==> src/hw/rtl/ucs_pkg.sv <==
// ucs_pkg: shared types and constants of the URI component splitter.
// No dependencies; every other file of the block but ucs_stream_if imports it.
`timescale 1ns / 1ps

package ucs_pkg;

  // Input transaction: one byte with its lookahead, or an end marker
  typedef struct packed {
    logic       kind;
    logic [7:0] char_value;
    logic [7:0] next_char;
    logic       next_valid;
  } ucs_in_t;

  // Output transaction: one result
  typedef struct packed {
    logic [1:0] result_kind;
    logic [2:0] component;
    logic [7:0] data_byte;
    logic [8:0] position;
    logic       overflow;
    logic       last;
  } ucs_out_t;

  // Queue entry: an optional first result, optionally followed by a done result
  typedef struct packed {
    logic       has_first;
    logic       has_done;
    logic [1:0] result_kind;
    logic [2:0] component;
    logic [7:0] data_byte;
    logic [8:0] position;
    logic       overflow;
  } ucs_op_t;

  localparam logic KindChar = 1'b0;
  localparam logic KindEnd  = 1'b1;

  localparam logic [1:0] RkData    = 2'd0;
  localparam logic [1:0] RkClose   = 2'd1;
  localparam logic [1:0] RkDiscard = 2'd2;
  localparam logic [1:0] RkDone    = 2'd3;

  localparam logic [2:0] CompScheme = 3'd0;
  localparam logic [2:0] CompHost   = 3'd1;
  localparam logic [2:0] CompPort   = 3'd2;
  localparam logic [2:0] CompSeg    = 3'd3;
  localparam logic [2:0] CompQuery  = 3'd4;
  localparam logic [2:0] CompFrag   = 3'd5;

  localparam logic [7:0] ChColon = 8'h3A;
  localparam logic [7:0] ChSlash = 8'h2F;
  localparam logic [7:0] ChQuest = 8'h3F;
  localparam logic [7:0] ChHash  = 8'h23;
  localparam logic [7:0] ChSpace = 8'h20;

  localparam int unsigned PosW = 9;

endpackage

==> src/hw/rtl/ucs_stream_if.sv <==
// ucs_stream_if: valid/ready channel carrying one payload struct.
// Payload types come from ucs_pkg at the point of instantiation.
`timescale 1ns / 1ps

interface ucs_stream_if #(
  parameter type payload_t = logic
) ();
  logic     valid;
  logic     ready;
  payload_t payload;

  modport source (output valid, output payload, input ready);
  modport sink   (input valid, input payload, output ready);
endinterface

==> src/hw/rtl/ucs_front.sv <==
// ucs_front: accepts input transactions, runs the parse state machine and
// pushes up to two results per byte as one queue entry. Depends on ucs_pkg and ucs_stream_if.
`timescale 1ns / 1ps

module ucs_front #(
  parameter int unsigned BUFFER_BYTES = 256
) (
  input  logic             clk_i,
  input  logic             rst_ni,
  ucs_stream_if.sink       in_i,
  input  logic             full_i,
  output logic             push_o,
  output ucs_pkg::ucs_op_t op_o
);
  import ucs_pkg::*;

  localparam int unsigned PlenW = $clog2(BUFFER_BYTES + 1);
  localparam logic [PlenW-1:0] BufLen = PlenW'(BUFFER_BYTES);

  typedef enum logic [3:0] {
    StInit       = 4'd0,
    StScheme     = 4'd1,
    StFirstSlash = 4'd2,
    StHost       = 4'd3,
    StPort       = 4'd4,
    StSegment    = 4'd5,
    StQuery      = 4'd6,
    StFrag       = 4'd7,
    StFinish     = 4'd8
  } state_e;

  state_e           state_q, state_d;
  logic [PlenW-1:0] plen_q, plen_d;
  logic             ovf_q, ovf_d;

  logic             accept;
  logic             is_end;
  logic             la_slash;
  logic [7:0]       c;
  logic [PosW-1:0]  pos;
  logic [2:0]       cur_comp;
  ucs_op_t          op;

  function automatic ucs_op_t first_res(logic [1:0] k, logic [2:0] comp,
                                        logic [7:0] b, logic [PosW-1:0] p,
                                        logic o);
    ucs_op_t r;
    r             = '0;
    r.has_first   = 1'b1;
    r.result_kind = k;
    r.component   = comp;
    r.data_byte   = b;
    r.position    = p;
    r.overflow    = o;
    return r;
  endfunction

  assign c        = in_i.payload.char_value;
  assign la_slash = in_i.payload.next_valid && (in_i.payload.next_char == ChSlash);
  assign is_end   = (in_i.payload.kind == KindEnd) || (c == ChSpace);
  assign pos      = PosW'(plen_q);
  assign accept   = in_i.valid && in_i.ready;

  assign in_i.ready = !full_i;

  // component a data byte or a discard belongs to
  always_comb begin
    unique case (state_q)
      StScheme:            cur_comp = CompSeg;
      StFirstSlash:        cur_comp = CompHost;
      StHost:              cur_comp = CompHost;
      StPort:              cur_comp = CompPort;
      StSegment:           cur_comp = CompSeg;
      StQuery:             cur_comp = CompQuery;
      StFrag:              cur_comp = CompFrag;
      default:             cur_comp = CompScheme;
    endcase
  end

  always_comb begin
    state_d = state_q;
    plen_d  = plen_q;
    ovf_d   = ovf_q;
    op      = '0;
    if (is_end) begin
      unique case (state_q)
        StInit, StHost: op = first_res(RkClose, CompHost, 8'd0, pos, ovf_q);
        StPort:         op = first_res(RkClose, CompPort, 8'd0, pos, ovf_q);
        StQuery:        op = first_res(RkClose, CompQuery, 8'd0, pos, ovf_q);
        StFrag:         op = first_res(RkClose, CompFrag, 8'd0, pos, ovf_q);
        StScheme, StSegment: begin
          if (plen_q != '0) op = first_res(RkClose, CompSeg, 8'd0, pos, ovf_q);
        end
        default:        op = first_res(RkDiscard, cur_comp, 8'd0, pos, ovf_q);
      endcase
      op.has_done = 1'b1;
      state_d     = StInit;
      plen_d      = '0;
      ovf_d       = 1'b0;
    end else if (c == ChColon) begin
      if (state_q == StInit && la_slash) begin
        op      = first_res(RkClose, CompScheme, 8'd0, pos, ovf_q);
        state_d = StScheme;
        plen_d  = '0;
        ovf_d   = 1'b0;
      end else if (state_q == StInit || state_q == StHost) begin
        op      = first_res(RkClose, CompHost, 8'd0, pos, ovf_q);
        state_d = StPort;
        plen_d  = '0;
        ovf_d   = 1'b0;
      end
    end else if (c == ChSlash) begin
      unique case (state_q)
        StScheme: state_d = la_slash ? StFirstSlash : StSegment;
        StFirstSlash: begin
          op      = first_res(RkDiscard, cur_comp, 8'd0, pos, ovf_q);
          state_d = StHost;
          plen_d  = '0;
          ovf_d   = 1'b0;
        end
        StInit, StHost: begin
          op      = first_res(RkClose, CompHost, 8'd0, pos, ovf_q);
          state_d = StSegment;
          plen_d  = '0;
          ovf_d   = 1'b0;
        end
        StPort: begin
          op      = first_res(RkClose, CompPort, 8'd0, pos, ovf_q);
          state_d = StSegment;
          plen_d  = '0;
          ovf_d   = 1'b0;
        end
        StSegment: begin
          // empty segments are dropped
          if (plen_q != '0) op = first_res(RkClose, CompSeg, 8'd0, pos, ovf_q);
          plen_d = '0;
          ovf_d  = 1'b0;
        end
        default: ;
      endcase
    end else if (c == ChQuest) begin
      unique case (state_q)
        StHost: op = first_res(RkClose, CompHost, 8'd0, pos, ovf_q);
        StPort: op = first_res(RkClose, CompPort, 8'd0, pos, ovf_q);
        StScheme, StSegment: begin
          if (plen_q != '0) op = first_res(RkClose, CompSeg, 8'd0, pos, ovf_q);
        end
        default: op = first_res(RkDiscard, cur_comp, 8'd0, pos, ovf_q);
      endcase
      state_d = StQuery;
      plen_d  = '0;
      ovf_d   = 1'b0;
    end else if (c == ChHash) begin
      unique case (state_q)
        StQuery: op = first_res(RkClose, CompQuery, 8'd0, pos, ovf_q);
        StSegment: begin
          if (plen_q != '0) op = first_res(RkClose, CompSeg, 8'd0, pos, ovf_q);
        end
        StHost:  op = first_res(RkClose, CompHost, 8'd0, pos, ovf_q);
        StPort:  op = first_res(RkClose, CompPort, 8'd0, pos, ovf_q);
        default: op = first_res(RkDiscard, cur_comp, 8'd0, pos, ovf_q);
      endcase
      state_d = StFrag;
      plen_d  = '0;
      ovf_d   = 1'b0;
    end else begin
      if (plen_q >= BufLen) begin
        // buffer full: byte dropped but still reported
        op     = first_res(RkData, cur_comp, c, PosW'(BufLen), 1'b1);
        plen_d = BufLen;
        ovf_d  = 1'b1;
      end else begin
        op     = first_res(RkData, cur_comp, c, pos, ovf_q);
        plen_d = plen_q + 1'b1;
      end
    end
  end

  assign push_o = accept && (op.has_first || op.has_done);
  assign op_o   = op;

  always_ff @(posedge clk_i or negedge rst_ni) begin
    if (!rst_ni) begin
      state_q <= StInit;
      plen_q  <= '0;
      ovf_q   <= 1'b0;
    end else if (accept) begin
      state_q <= state_d;
      plen_q  <= plen_d;
      ovf_q   <= ovf_d;
    end
  end

endmodule

==> src/hw/rtl/ucs_queue.sv <==
// ucs_queue: small FIFO of result entries between front and back.
// Depends on ucs_pkg for the entry type.
`timescale 1ns / 1ps

module ucs_queue #(
  parameter int unsigned DEPTH = 4
) (
  input  logic             clk_i,
  input  logic             rst_ni,
  input  logic             push_i,
  input  ucs_pkg::ucs_op_t data_i,
  output logic             full_o,
  input  logic             pop_i,
  output logic             empty_o,
  output ucs_pkg::ucs_op_t data_o
);
  import ucs_pkg::*;

  localparam int unsigned AddrW = (DEPTH > 1) ? $clog2(DEPTH) : 1;
  localparam int unsigned CntW  = $clog2(DEPTH + 1);
  localparam logic [AddrW-1:0] LastAddr = AddrW'(DEPTH - 1);
  localparam logic [CntW-1:0]  FullCnt  = CntW'(DEPTH);

  ucs_op_t          mem_q [DEPTH];
  logic [AddrW-1:0] wr_ptr_q, rd_ptr_q;
  logic [CntW-1:0]  cnt_q;
  logic             do_push, do_pop;

  assign full_o  = (cnt_q == FullCnt);
  assign empty_o = (cnt_q == '0);
  assign data_o  = mem_q[rd_ptr_q];
  assign do_push = push_i && !full_o;
  assign do_pop  = pop_i && !empty_o;

  always_ff @(posedge clk_i) begin
    if (do_push) begin
      mem_q[wr_ptr_q] <= data_i;
    end
  end

  always_ff @(posedge clk_i or negedge rst_ni) begin
    if (!rst_ni) begin
      wr_ptr_q <= '0;
      rd_ptr_q <= '0;
      cnt_q    <= '0;
    end else begin
      if (do_push) begin
        wr_ptr_q <= (wr_ptr_q == LastAddr) ? '0 : wr_ptr_q + 1'b1;
      end
      if (do_pop) begin
        rd_ptr_q <= (rd_ptr_q == LastAddr) ? '0 : rd_ptr_q + 1'b1;
      end
      if (do_push && !do_pop) begin
        cnt_q <= cnt_q + 1'b1;
      end else if (do_pop && !do_push) begin
        cnt_q <= cnt_q - 1'b1;
      end
    end
  end

endmodule

==> src/hw/rtl/ucs_back.sv <==
// ucs_back: expands queue entries into result transactions through an
// output register. Depends on ucs_pkg and ucs_stream_if.
`timescale 1ns / 1ps

module ucs_back (
  input  logic             clk_i,
  input  logic             rst_ni,
  input  logic             empty_i,
  input  ucs_pkg::ucs_op_t op_i,
  output logic             pop_o,
  ucs_stream_if.source     out_o
);
  import ucs_pkg::*;

  ucs_out_t out_q, out_d;
  logic     out_valid_q;
  logic     first_sent_q, first_sent_d;
  logic     load;
  logic     emit_first;

  // output register takes a new result whenever it is empty or being drained
  assign load       = !out_valid_q || out_o.ready;
  assign emit_first = op_i.has_first && !first_sent_q;

  always_comb begin
    out_d        = out_q;
    first_sent_d = first_sent_q;
    pop_o        = 1'b0;
    if (load && !empty_i) begin
      if (emit_first) begin
        out_d.result_kind = op_i.result_kind;
        out_d.component   = op_i.component;
        out_d.data_byte   = op_i.data_byte;
        out_d.position    = op_i.position;
        out_d.overflow    = op_i.overflow;
        out_d.last        = !op_i.has_done;
        if (op_i.has_done) begin
          first_sent_d = 1'b1;
        end else begin
          pop_o = 1'b1;
        end
      end else begin
        out_d        = '0;
        out_d.result_kind = RkDone;
        out_d.last   = 1'b1;
        first_sent_d = 1'b0;
        pop_o        = 1'b1;
      end
    end
  end

  always_ff @(posedge clk_i) begin
    if (load) begin
      out_q <= out_d;
    end
  end

  always_ff @(posedge clk_i or negedge rst_ni) begin
    if (!rst_ni) begin
      out_valid_q  <= 1'b0;
      first_sent_q <= 1'b0;
    end else begin
      if (load) begin
        out_valid_q <= !empty_i;
      end
      first_sent_q <= first_sent_d;
    end
  end

  assign out_o.valid   = out_valid_q;
  assign out_o.payload = out_q;

endmodule

==> src/hw/rtl/uri_component_splitter_unit.sv <==
// Channel  | Dir | Payload               | Transaction
// ---------+-----+-----------------------+---------------------------------------
// in_i     | in  | ucs_pkg::ucs_in_t     | one URI byte with lookahead, or end
// out_o    | out | ucs_pkg::ucs_out_t    | one result: data, close, discard, done
//
// Cycles: one input byte per cycle; the parse state updates in the cycle the
// byte is taken. Bytes that give one result stream at one per cycle while the
// output is ready; an end that closes a component gives a close, then a done.
// The QUEUE_DEPTH entry queue between parser and output register absorbs
// output stalls; input stalls only when it is full. Reset clears the parse
// state and the queue; no clearing pass is needed.
// Top level of the URI component splitter. Depends on ucs_pkg, ucs_stream_if,
// ucs_front, ucs_queue and ucs_back.
`timescale 1ns / 1ps

module uri_component_splitter_unit #(
  parameter int unsigned BUFFER_BYTES = 256,
  parameter int unsigned QUEUE_DEPTH  = 4
) (
  input  logic         clk_i,
  input  logic         rst_ni,
  ucs_stream_if.sink   in_i,
  ucs_stream_if.source out_o
);
  import ucs_pkg::*;

  ucs_op_t push_op, head_op;
  logic    push, pop, full, empty;

  ucs_front #(
    .BUFFER_BYTES(BUFFER_BYTES)
  ) u_front (
    .clk_i (clk_i),
    .rst_ni(rst_ni),
    .in_i  (in_i),
    .full_i(full),
    .push_o(push),
    .op_o  (push_op)
  );

  ucs_queue #(
    .DEPTH(QUEUE_DEPTH)
  ) u_queue (
    .clk_i  (clk_i),
    .rst_ni (rst_ni),
    .push_i (push),
    .data_i (push_op),
    .full_o (full),
    .pop_i  (pop),
    .empty_o(empty),
    .data_o (head_op)
  );

  ucs_back u_back (
    .clk_i  (clk_i),
    .rst_ni (rst_ni),
    .empty_i(empty),
    .op_i   (head_op),
    .pop_o  (pop),
    .out_o  (out_o)
  );

endmodule

==> src/flat_wrapper.sv <==
// flat-port wrapper written by rule: the top's interface ports become plain ports
module uri_component_splitter_unit_flat import ucs_pkg::*;
#(
  parameter int unsigned BUFFER_BYTES = 256,
  parameter int unsigned QUEUE_DEPTH  = 4
)
  (clk_i, rst_ni, in_i_valid, in_i_payload, in_i_ready, out_o_valid, out_o_payload, out_o_ready);
  ucs_stream_if #(.payload_t(ucs_in_t)) in_i_i ();
  ucs_stream_if #(.payload_t(ucs_out_t)) out_o_i ();
  input  logic clk_i;
  input  logic rst_ni;
  input wire logic [$bits(in_i_i.valid)-1:0] in_i_valid;
  input wire logic [$bits(in_i_i.payload)-1:0] in_i_payload;
  output wire logic [$bits(in_i_i.ready)-1:0] in_i_ready;
  output wire logic [$bits(out_o_i.valid)-1:0] out_o_valid;
  output wire logic [$bits(out_o_i.payload)-1:0] out_o_payload;
  input wire logic [$bits(out_o_i.ready)-1:0] out_o_ready;
  assign in_i_i.valid = in_i_valid;
  assign in_i_i.payload = in_i_payload;
  assign in_i_ready = in_i_i.ready;
  assign out_o_valid = out_o_i.valid;
  assign out_o_payload = out_o_i.payload;
  assign out_o_i.ready = out_o_ready;
  uri_component_splitter_unit #(.BUFFER_BYTES(BUFFER_BYTES), .QUEUE_DEPTH(QUEUE_DEPTH)) u_core (.clk_i(clk_i), .rst_ni(rst_ni), .in_i(in_i_i), .out_o(out_o_i));
endmodule
==> config.mk <==
export PLATFORM = sky130hd
export DESIGN_NAME = uri_component_splitter_unit_flat
export DESIGN_NICKNAME = d
export VERILOG_FILES = /design/src/hw/rtl/ucs_pkg.sv /design/src/hw/rtl/ucs_stream_if.sv /design/src/hw/rtl/ucs_front.sv /design/src/hw/rtl/ucs_queue.sv /design/src/hw/rtl/ucs_back.sv /design/src/hw/rtl/uri_component_splitter_unit.sv /design/src/flat_wrapper.sv
export SDC_FILE = /design/constraint.sdc
export NUM_CORES = 1
export LEC_CHECK = 0
export BUFFER_PORTS_ARGS = -buffer_cell sky130_fd_sc_hd__buf_2
export CORE_MARGIN = 1.5
export CORE_UTILIZATION = 40
export CTS_CLUSTER_SIZE = 24
export DETAILED_ROUTE_END_ITERATION = 8
export GPL_TIMING_DRIVEN = 0
export PLACE_DENSITY = 0.62
export SETUP_SLACK_MARGIN = 0.5
export SLEW_MARGIN = 20
export SYNTH_ARGS = -nofsm -noshare
export SYNTH_HDL_FRONTEND = slang
export SYNTH_SLANG_ARGS = --single-unit
==> constraint.sdc <==
create_clock -name clk_i -period 5.79 [get_ports clk_i]
set_input_delay 0.8685 -clock clk_i [delete_from_list [all_inputs] [get_ports clk_i]]
set_output_delay 0.8685 -clock clk_i [all_outputs]
set_load 0.03 [all_outputs]
# After elaboration in Yosys (flattened, before gate mapping)
# Memory sizes are Yosys's and may differ from the RTL's.
# Index checks and enable logic that the tools add are counted.
# classes
addsub	5
n_lt_le_gt_ge	1
eq_ne	20
n_mux	52
reduce_logical	37
# op_table
operator	count
two-way mux 25 bit	8
one-hot mux 25 bit (4 select lines)	2
one-hot mux 25 bit (5 select lines)	1
two-way mux 9 bit	9
one-hot mux 25 bit (3 select lines)	1
equality test 8 x 6 -> 1 bit, second input constant	6
two-way mux 4 bit	7
equality test 4 x 3 -> 1 bit, second input constant	4
two-way mux 1 bit	16
one-hot mux 3 bit (5 select lines)	1
one-hot mux 4 bit (3 select lines)	1
logical AND 1 bit	10
two-way mux 10 bit	1
adder 9 x 1 -> 9 bit, second input constant	1
greater-or-equal comparator 9 bit, second input constant	1
two-way mux 3 bit	3
nonzero test 9 bit	1
equality test 4 x 2 -> 1 bit, second input constant	2
AND reduction 4 bit	2
zero test 1 bit	7
inequality test 6 x 4 -> 1 bit, second input constant	1
nonzero test 6 bit	1
OR reduction 2 bit	3
nonzero test 5 bit	1
18 further kinds	25
# word_totals
regBits	47
mem_bits_rw	100
in_bits	22
output_inout_bits	26
word_cells	130
memories	1
# mem_list
memory	words	word_bits	read_ports	rd_ports_with_merged_regs	write_ports	line_no	text
u_core.u_queue.mem_q	4	25	1	0	1	ucs_queue.sv:24	ucs_op_t mem_q [DEPTH];

# Depth between registers and ports, before layout
# logic_depth
depth_word	16
ltp_mapped	13
mapped_depth_nobuf	13

# Cells and area by module
# Synthesis repeated with hierarchy kept, for this count alone.
# unflattened
hier_cells	457
area_unflattened_um2	6686.4
# modules_own_cells
mod	instances	cells_per_inst	area_per_inst_um2	seq_area_each_um2
ucs_queue	1	168	4075.2	3178.0
ucs_front	1	229	1614.0	325.3
ucs_back	1	60	997.2	770.7

# Worst setup path before layout
# No wires, ideal clock.
# synth_timing
path_kind	input to register
from	input port out_o_ready
to	register u_core.u_queue.cnt_q[1]
setup_time_ns	0.125
arrival_time_ns	3.536
required_ns	5.665
path_slack_ns	2.129
stages	7
path_cell_list	inv_1 -> a21oi_1 -> nand2_1 -> ha_1 -> inv_1 -> fa_1 -> mux2_2
# synth_between
elab_chain_cells	7
word_cells_on_any_way	9
# synth_rtl
item	line_no	text
start: declaration	flat_wrapper.sv:17	input wire logic [$bits(out_o_i.ready)-1:0] out_o_ready;
logical OR 1 bit (*)	ucs_back.sv:22	assign load = !out_valid_q || out_o.ready;
logical AND 1 bit (*)	ucs_back.sv:29	if (load && !empty_i) begin
two-way mux 1 bit (*)	ucs_back.sv:29	
logical AND 1 bit (*)	ucs_queue.sv:33	assign do_pop = pop_i && !empty_o;
zero test 1 bit	ucs_queue.sv:53	if (do_push && !do_pop) begin
logical AND 1 bit	ucs_queue.sv:53	
two-way mux 3 bit / nonzero test 2 bit (equally long branches)	n/a	
end signal: assignment	ucs_queue.sv:54	cnt_q <= cnt_q + 1'b1;
end signal: assignment	ucs_queue.sv:56	cnt_q <= cnt_q - 1'b1;
end: declaration	ucs_queue.sv:26	logic [CntW-1:0] cnt_q;
# Every way passes the cells marked *; elsewhere a longest branch is shown, timed or not.
# A chain may end at the register's enable or synchronous reset.

# Final worst setup path
# layout_timing
from	input port in_i_payload[12]
to	register u_core.u_queue.cnt_q[2]
# layout_between
elab_chain_cells	12
word_cells_on_any_way	19
# layout_rtl
item	line_no	text
start: declaration	flat_wrapper.sv:13	input wire logic [$bits(in_i_i.payload)-1:0] in_i_payload;
equality test 8 x 6 -> 1 bit	ucs_front.sv:153	end else if (c == ChHash) begin
two-way mux 25 bit	ucs_front.sv:153	
two-way mux 25 bit	ucs_front.sv:141	end else if (c == ChQuest) begin
two-way mux 25 bit	ucs_front.sv:112	end else if (c == ChSlash) begin
two-way mux 25 bit	ucs_front.sv:100	end else if (c == ChColon) begin
two-way mux 25 bit (*)	ucs_front.sv:85	if (is_end) begin
logical OR 1 bit (*)	ucs_front.sv:179	assign push_o = accept && (op.has_first || op.has_done);
logical AND 1 bit (*)	ucs_front.sv:179	
logical AND 1 bit (*)	ucs_queue.sv:32	assign do_push = push_i && !full_o;
named net u_core.u_queue.do_push	ucs_queue.sv:27	logic do_push, do_pop;
zero test 1 bit	ucs_queue.sv:55	end else if (do_pop && !do_push) begin
logical AND 1 bit	ucs_queue.sv:55	
nonzero test 2 bit (no line)	n/a	
# The timed path passes the listed nets; every way through them passes the cells marked *.

==> flow_summary.toml <==
[place]
hpwl_um = 9479
place.gp.congestion = 0.8828
io_buffers = 46

[clock_network]
root_buffer = "clkbuf_16"
cts_sinks = 146
cts_buffer_depth = 2
clock_tree.htree_level_count = 4
post-cts-setup-buffer-count = 0
tritoncts.num_buffers = 17
clk_pin_slew_ns = 0.06
clk-insertion-delay-late_ns = 0.41
cts_repair_resize_count = 0
clock_tree_from_tritoncts = "done"
post_cts_hold_buffer_count = 0

[global_route]
antenna_found_initial = 0
maximum_number_of_pins_on_one_net_before_global_route_repair = 26
grt_pass1_vias = 4112
grt_first_pass_wirelength_um = 22160
grt-ovfl-total = 0
global_route.usage.total = 0.1686

[cells_and_area]
num_antenna_cells = 0
layout-drive-gt1-share = 0.2782
area.growth.synth_to_final_pct = 16.81
finish.utilization = 0.4752
num-nets-final = 551

[sta]
final_hold_violation_count = 0
tightestPinTransition_ns = 0.8198
final_max_slew_viol_count = 0
timing.max_slew.rel_slack = 0.4509
clock_skew_ns = 0.01015
finalSetupViolations = 0
final.period_utilization = 0.5499
max_freq_ghz = 0.3141
rsz0062_at_grt = "no"
finalCriticalPeriod_ns = 3.184
worst_hold_slack_ns = 0.4509
final_tns_setup_ns = 0

[detailed_routing]
dr.first_iter.drc_count = 237
finalWirelength_um = 13860
drc = 0
drt-wirelength-per-cell_um = 18.43
vias_per_cell = 5.338
firstDrtPassIters = 5
vias = 4014
antenna_violating_nets_post_route = 0

[floorplanning]
die_area_mm2 = 0.01753
chipHeight_um = 132.4
floorplan.core_area_mm2 = 0.01647
die_w_um = 132.4
initial_core_util = 0.4068
num_io_pins = 48
fp-row-count = 47

[synth]
synth.distinct_cells = 69
synth_top_cell_area_share = 0.5559
ys_seq_elements = 146
synthFlopType = "edfxtp_1"
yosys.cell_count.top_type = "edfxtp_1"
portion_of_the_post_synthesis_area_used_by_sequential_elements = 0.6381
postSynthCellCount = 454
post_synth_main_area_contributors = "edfxtp_1, mux4_2, dfrtp_1, and3_1, nand2_1"
post_synth_instance_area_mm2 = 0.006698
ys_async_sr_fraction = 0.1507
yosysTopAreaCell = "edfxtp_1"
synth_enable_flop_cells = 124
yosysWarnings = 0
post_synth_most_frequent_cells = "edfxtp_1, nand2_1, and3_1"
synth_area_per_inst_um2 = 14.75
synth_nets = 485

[setup_path]
cp.arrival_ns = 3.51
worst-endpoint-required_ns = 6.12
crit_path_start_kind = "input pin"
crit_fanout = 10
critPathKind = "input pin to flop"
worstSetupEndpointType = "flop"

[pwr]
power.total_w = 0.003943
cellLeakagePower_nw = 2.972
ir_drop_uv = 213.7
power.density_mw_per_mm2 = 504.0

[flow_run]
cap_violations = 0

[status]
outcome = "finished, final reports clean"

[hold_path]
min_delay_path_class = "input pin to asynchronous set/reset pin"
==> per-stage QoR <==
stage / cells / area, µm² / worst slack (ns)
final: 752 / 7824 / 2.606
after global placement: 720 / 7203 / 1.004
after CTS: 752 / 7824 / 2.636
after floorplan: 454 / 6698 / 2.129
after detailed placement: 721 / 7234 / 2.238
after global routing: 752 / 7824 / 2.414
==> cell type report <==
cell class,count,area [µm²]
Sequential cell,146,4274
Clock buffer,18,429.2
Inverter,13,48.80
Fill cell,1481,8642
Buffer,22,110.1
Timing Repair Buffer,47,245.2
Multi-Input combinational cell,273,2281
Clock inverter,13,160.2
Tap cell,220,275.3
==> final timing paths <==
path | from | slack (ns) | depth (start not counted) | to
max | in_i_payload[12] | 2.61 | 13 | u_core.u_queue.cnt_q[2]$_DFFE_PN0P_
min | rst_ni | 0.45 | 1 | u_core.u_queue.cnt_q[1]$_DFFE_PN0P_
max reg2reg | u_core.u_front.plen_q[0]$_DFFE_PN0P_ | 2.70 | 13 | u_core.u_queue.cnt_q[2]$_DFFE_PN0P_
min reg2reg | u_core.u_front.ovf_q$_DFFE_PN0P_ | 0.51 | 2 | u_core.u_front.ovf_q$_DFFE_PN0P_
max in group asynchronous | rst_ni | 4.95 | 1 | u_core.u_front.plen_q[8]$_DFFE_PN0P_
min in group clk_i | u_core.u_front.ovf_q$_DFFE_PN0P_ | 0.51 | 2 | u_core.u_front.ovf_q$_DFFE_PN0P_
==> layer usage <==
layer	vias up	track usage	part of all wire
li1	1896	-	-
met1	2009	0.2216	0.45
met2	99	0.2769	0.49
met3	10	0.03460	0.053
met4	0	0.06471	0.011
met5	-	0	0
==> power by group <==
| part | internal (W) | switching (W) | leakage (nW) | total (W) |
|---|---|---|---|---|
| combinational | 0.000490 | 0.000791 | 1.23 | 0.00128 |
| sequential | 0.00150 | 0.0000800 | 1.46 | 0.00158 |
| clock | 0.000675 | 0.000409 | 0.286 | 0.00108 |
| total | 0.00266 | 0.00128 | 2.97 | 0.00394 |
==> registers in the layout, indices dropped and copies added, names as in the netlist <==
signal / cells
u_core.u_queue.mem_q: 100
u_core.u_back.out_o.payload: 24
u_core.u_front.plen_q: 9
u_core.u_front.state_q: 3
u_core.u_queue.cnt_q: 3
u_core.u_queue.rd_ptr_q: 2
u_core.u_queue.wr_ptr_q: 2
u_core.u_back.first_sent_q: 1
u_core.u_back.out_o.valid: 1
u_core.u_front.ovf_q: 1
==> worst max-delay path, cell delays in order <==
cell and delay (ns):
buf_2 0.09, buf_2 0.20, and4b_4 0.30, nand2_1 0.12
nor4b_1 0.40, nor4b_2 0.15, nor2_4 0.23, ha_1 0.22
inv_1 0.07, fa_1 0.43, xor2_1 0.17, nor2_1 0.11
xor2_1 0.16
==> logic make-up (layout without fill, tap and decap cells) <==
family                   after synthesis  count (layout)  synth area share
AO/OA/AOI/OAI                         76              76           0.08052
XOR/XNOR                               3               3          0.003924
adder cells (fa/ha/maj)                9               9           0.01793
buffers and inverters                 35             113           0.02372
flip-flops                           146             146            0.6381
multiplexers                          32              32           0.09789
AND/OR/NAND/NOR                      153             153            0.1379
==> placed cells by master, fill, tap and decap left out, types with 2 or more instances in the layout <==
cell type   netlist  layout
a211o_1           2       2
a211oi_1          3       3
a21o_1            2       2
a21oi_1          20      19
a22o_1            8       8
a22oi_1           2       2
a31oi_1           5       5
and2_1           18      14
and2_2            0       4
and2b_1           3       3
and3_1           30      30
buf_2            10      56
buf_6             2       2
bufinv_16         0       3
clkbuf_1          9      10
clkbuf_16         0      17
clkinv_2          0       4
clkinv_4          0       2
clkinvlp_4        0       2
dfrtp_1          22      22
edfxtp_1        124     124
ha_1              8       8
inv_1            13      13
inv_6             0       2
mux2_2            2       2
mux2_4            4       4
mux4_2           25      25
nand2_1          33      33
nand3_1           8       8
nor2_1           22      22
nor2_4            2       2
nor2b_1          10      10
nor3_1            4       4
nor3_2            2       2
o211ai_1          2       2
o21ai_0          16      16
or2_2             2       2
or3_1             2       2
xor2_1            2       2
Note: power is estimated with default switching activity, not from simulation.
